==> src/rtl/udp_econet_station_protocol_top_macros.svh <==
// ----------------------------------------------------------------------------
// Assertion macros for the station protocol engine
// Shared shorthand for the concurrent checks in the RTL.
// ----------------------------------------------------------------------------
`ifndef UDP_ECONET_STATION_PROTOCOL_TOP_MACROS_SVH
`define UDP_ECONET_STATION_PROTOCOL_TOP_MACROS_SVH

// Check that holds whenever the block is out of reset.
`define UESP_ASSERT(label, prop, msg) \
  label: assert property (@(posedge clk_i) disable iff (!rst_ni) (prop)) else $error(msg);

// Check that holds on every edge, reset included.
`define UESP_ASSERT_ALWAYS(label, prop, msg) \
  label: assert property (@(posedge clk_i) (prop)) else $error(msg);

`endif

==> src/rtl/uesp_ram.sv <==
// ----------------------------------------------------------------------------
// Generic single-port-write RAM
// One write port and one read port with a registered, enabled read.
// ----------------------------------------------------------------------------
module uesp_ram #(
  parameter int unsigned WIDTH = 8,
  parameter int unsigned DEPTH = 256,
  localparam int unsigned AddrW = (DEPTH > 1) ? $clog2(DEPTH) : 1
) (
  input  logic             clk_i,
  input  logic             we_i,
  input  logic [AddrW-1:0] waddr_i,
  input  logic [WIDTH-1:0] wdata_i,
  input  logic             re_i,
  input  logic [AddrW-1:0] raddr_i,
  output logic [WIDTH-1:0] rdata_o
);

  logic [WIDTH-1:0] mem_q [DEPTH];
  logic [WIDTH-1:0] rdata_q;

  always_ff @(posedge clk_i) begin
    if (we_i) begin
      mem_q[waddr_i] <= wdata_i;
    end
  end

  // Read returns the old contents when the same entry is written.
  always_ff @(posedge clk_i) begin
    if (re_i) begin
      rdata_q <= mem_q[raddr_i];
    end
  end

  assign rdata_o = rdata_q;

endmodule

==> config.mk <==
export PLATFORM = sky130hd
export DESIGN_NAME = uesp_ram
export DESIGN_NICKNAME = d
export VERILOG_FILES = /design/src/rtl/udp_econet_station_protocol_top_macros.svh /design/src/rtl/uesp_ram.sv
export SDC_FILE = /design/constraint.sdc
export NUM_CORES = 2
export LEC_CHECK = 0
export BUFFER_PORTS_ARGS = -buffer_cell sky130_fd_sc_hd__buf_2
export CAP_MARGIN = 10
export CORE_MARGIN = 5
export CORE_UTILIZATION = 50
export DETAILED_ROUTE_END_ITERATION = 6
export PLACE_DENSITY = 0.65
export SYNTH_ARGS = -nofsm -noshare
export SYNTH_HDL_FRONTEND = slang
export SYNTH_SLANG_ARGS = --single-unit
export TNS_END_PERCENT = 50
==> constraint.sdc <==
create_clock -name clk_i -period 5.1 [get_ports clk_i]
set_input_delay 0.255 -clock clk_i [delete_from_list [all_inputs] [get_ports clk_i]]
set_output_delay 0.255 -clock clk_i [all_outputs]
set_load 0.05 [all_outputs]
Word level (Yosys, flattened, before mapping):

Memory sizes are Yosys's and may differ from the RTL's. A register that Yosys moved wholly into a read port is not among the register bits.
Cells that the tools add are included.

* bits in registers: 0
* memory bits (writable): 2048
* input port bits: 27
* output and inout bits: 8
* word-level logic and storage cells: 3
* memories kept: 1

* mux-type cells: 2

Memories
* mem_q: words 256, width 8, rd ports 1, clocked after Yosys merged registers in 1, write ports 1, line uesp_ram.sv:19 `logic [WIDTH-1:0] mem_q [DEPTH];`

Operator list (number)
* $mux 1: 2

Depth between registers and ports, before layout:

* word-level depth: 2
* mapped depth: 11
* gate-level depth less buffers: 6

Worst setup path after synthesis:

OpenSTA, ideal clock, no wires.

* path type: input to register
* start: input port raddr_i[0]
* end: register rdata_q[2], in the netlist rdata_o[2], read port of mem_q, data pin
* setup time: 0.269 ns
* arrival: 2.062 ns
* required time: 4.831 ns
* slack: 2.769 ns
* stages on the path: 9
* buffers on the path: 4
* path through: buf_6 -> buf_12 -> buf_8 -> buf_2 -> mux4_2 -> a22oi_1 -> a21oi_1 -> nor4_1 -> nor4_2

RTL lines
* from (decl): line uesp_ram.sv:15 `input logic [AddrW-1:0] raddr_i,`
* to (decl): line uesp_ram.sv:20 `logic [WIDTH-1:0] rdata_q;`

==> flow_metrics.tcl <==
set metrics [dict create \
    antenna_found_initial 14 \
    grt_setup_unrepaired "false" \
    synth_area_leaders "edfxtp_1, mux4_2, mux2i_1, nor2_1, a22oi_1" \
    drt_pre_antenna_iters 6 \
    post_drt_wl_per_cell_um 32.2 \
    hold_viol_final 0 \
    timing.setup.tns_ps 0 \
    ys.flop_type "edfxtp_1" \
    yosysSeqAreaShare_pct 77.5 \
    min_delay_path_depth 1 \
    htree_levels 4 \
    synthCells 3733 \
    crit_fanout 51 \
    fin_util_pct 56.0 \
    synth_compound_gate_area_share_pct 3.42 \
    synth.distinct_cells 54 \
    drt_iter0_drc 5052 \
    detail-route-antenna-nets 0 \
    yosys-mux-area-fraction_pct 14.6 \
    synth_top_cell_by_area "edfxtp_1" \
    power.total_mw 34.6 \
    arrival_ps 3750 \
    period_share_pct 63.6 \
    worstSetupPathType "input port to flip-flop" \
    yosys_warnings 0 \
    grt_start_max_net_pins 189 \
    grt_pass1_vias 39100 \
    synth_top_family_by_area "multiplexers" \
    insertion_delay_ps 810 \
    dp.cells 5725 \
    critPathLaunchType "input port" \
    p_leak_nw 27.2 \
    synthAdderAreaFrac_pct 0 \
    synthToLayoutAreaGrowth_pct 11.3 \
    cap_violations 0 \
    instances_no_fill 6107 \
    synth_top_cell_area_share_pct 77.5 \
    via_count 38900 \
    grt_first_pass_wirelength_um 285000 \
    cts.sinks 2056 \
    row_count 146 \
    io_buffer_count 34 \
    hp-class "input port to flip-flop" \
    start_util_pct 50.3 \
    ir_worst_vdd_mv 0.357 \
    cellPowerDensity_nw_per_um2 391 \
    status "finished clean" \
    max_clock_freq_mhz 308 \
    synth_edf_count 2056 \
    root_buffer "clkbuf_16" \
    drt_drc_violations_left 0 \
    io_pins 35 \
    hpwl_um 118000 \
    drt_wl_total_um 197000 \
    endpoint_kind "flip-flop" \
    rr_worst_depth 6 \
    gp_congestion 0.831 \
    via_per_inst 6.37 \
    synth-seq-cells 2056 \
    grt_util_all_layers_pct 23.5 \
    die_h_um 409 \
    grt-ovfl-total 0 \
    nets 3889 \
    netlist_area_um2 79600 \
    whs_ps 16.7 \
    clk_path_buf_depth 3 \
    synth_xor_area_share_pct 0 \
    synth_nets 3760 \
    core_area_um2 158000 \
    maxSlewViolCount 0 \
    n_fill_cell 11600 \
    drive_gt1_share_pct 22.3 \
    clk_pin_slew_ps 60 \
    min_period_ps 3240 \
    cts_tree "built" \
    cts_setup_buffers 0 \
    die_w_um 409 \
    syn_area_per_cell_um2 21.3 \
    fin_skew_ps 25.8 \
    dieArea_um2 167000 \
    max_slew.worst_pin.slew_ps 1240 \
    synthSimpleGateAreaFrac_pct 2.63 \
    numCtsBuffers 200 \
    critPathRequiredTime_ps 5610 \
    slew_headroom_pct 16.8 \
    synth-async-reset-ratio_pct 0 \
    setup_viol 0 \
]
[sequential cells by signal, indices dropped and copies added, names as in the netlist]
signal / flops
rdata_o: 8
mem_q: 2048
[cells in the mapped netlist (28+ instances only)]
cell type / instances
nand3_1: 34
nor2_1: 282
edfxtp_1: 2056
a21oi_1: 96
mux4_2: 454
a22oi_1: 133
mux2i_1: 134
buf_2: 31
o221ai_1: 46
clkbuf_1: 111
nand2_1: 33
nor2b_1: 31
o22ai_1: 28
[cell type report]
class / instances / area (µm²) / area share, %
antenna: 7 / 17.5 / 0.0198
clock buffer: 246 / 5260 / 5.94
clock inverter: 122 / 1010 / 1.14
inverter: 2 / 7.51 / 0.00847
multi-input combinational: 1442 / 16500 / 18.6
sequential: 2056 / 61700 / 69.7
tap: 2072 / 2590 / 2.93
timing repair buffer: 160 / 1490 / 1.69
[per-stage QoR]
step	setup slack [ps]	cell area, µm²
final	1860	88600
after global placement	720	82200
after global routing	1800	88600
after CTS	1920	88600
after floorplan	2770	79600
after detailed placement	1040	82300
[power by group]
group          total (mW)  leakage [nW]  internal (mW)  switching (mW)
Clock                14.3          3.08           8.11            6.17
Combinational        1.70          5.67          0.574            1.13
Sequential           18.7          18.5           18.6          0.0274
Total                34.6          27.2           27.3            7.32
[layout by cell type (no fill, tap or decap), types with 32 or more instances in the layout]
cell type / n
a21oi_1: 96
edfxtp_1: 2056
mux4_2: 454
o221ai_1: 46
clkbuf_1: 42
clkinv_2: 39
nand2_1: 32
a22oi_1: 133
clkinv_1: 58
buf_4: 98
nand3_1: 34
nor2_1: 279
clkbuf_16: 204
mux2i_1: 134
[metal layers]
| layer | wire length (µm) | global-route usage [%] | vias to the layer above |
|---|---|---|---|
| met5 | 20 | 0 | - |
| met3 | 18400 | 5.21 | 336 |
| met2 | 95900 | 37.9 | 1914 |
| met4 | 5440 | 6.29 | 2 |
| li1 | - | - | 16000 |
| met1 | 76900 | 33.1 | 20700 |
[logic make-up (layout without fill, tap and decap cells)]
family          count (synthesis)  in the layout
other cells                     0              7
buf+inv                       235            530
compound gates                385            385
mux                           591            591
flops                        2056           2056
simple gates                  466            466
[path summary, 6_finish.rpt]
kind / start / end / slack, ps
setup / recovery: raddr_i[0] / rdata_o[5] / 1860
hold reg to reg: mem_q[18][0] / rdata_o[0] / 1230
setup reg to reg: mem_q[80][3] / rdata_o[3] / 1890
hold / removal: wdata_i[3] / mem_q[192][3] / 20
[what timing repair did]
| action | CTS | global route |
|---|---|---|
| resized for setup | 0 | 0 |
| hold endpoints to repair | 197 | 0 |
| setup endpoints to repair | 0 | 0 |
| hold buffers | 7 | 0 |
[worst max-delay path: stages]
cell and delay (ps):
buf_8 470, buf_12 450, mux4_2 640, a22o_1 210, a221oi_1 390, o32ai_1 190
nor3_1 920, nor4_1 130
No activity file was read; power rests on OpenSTA's default activity.
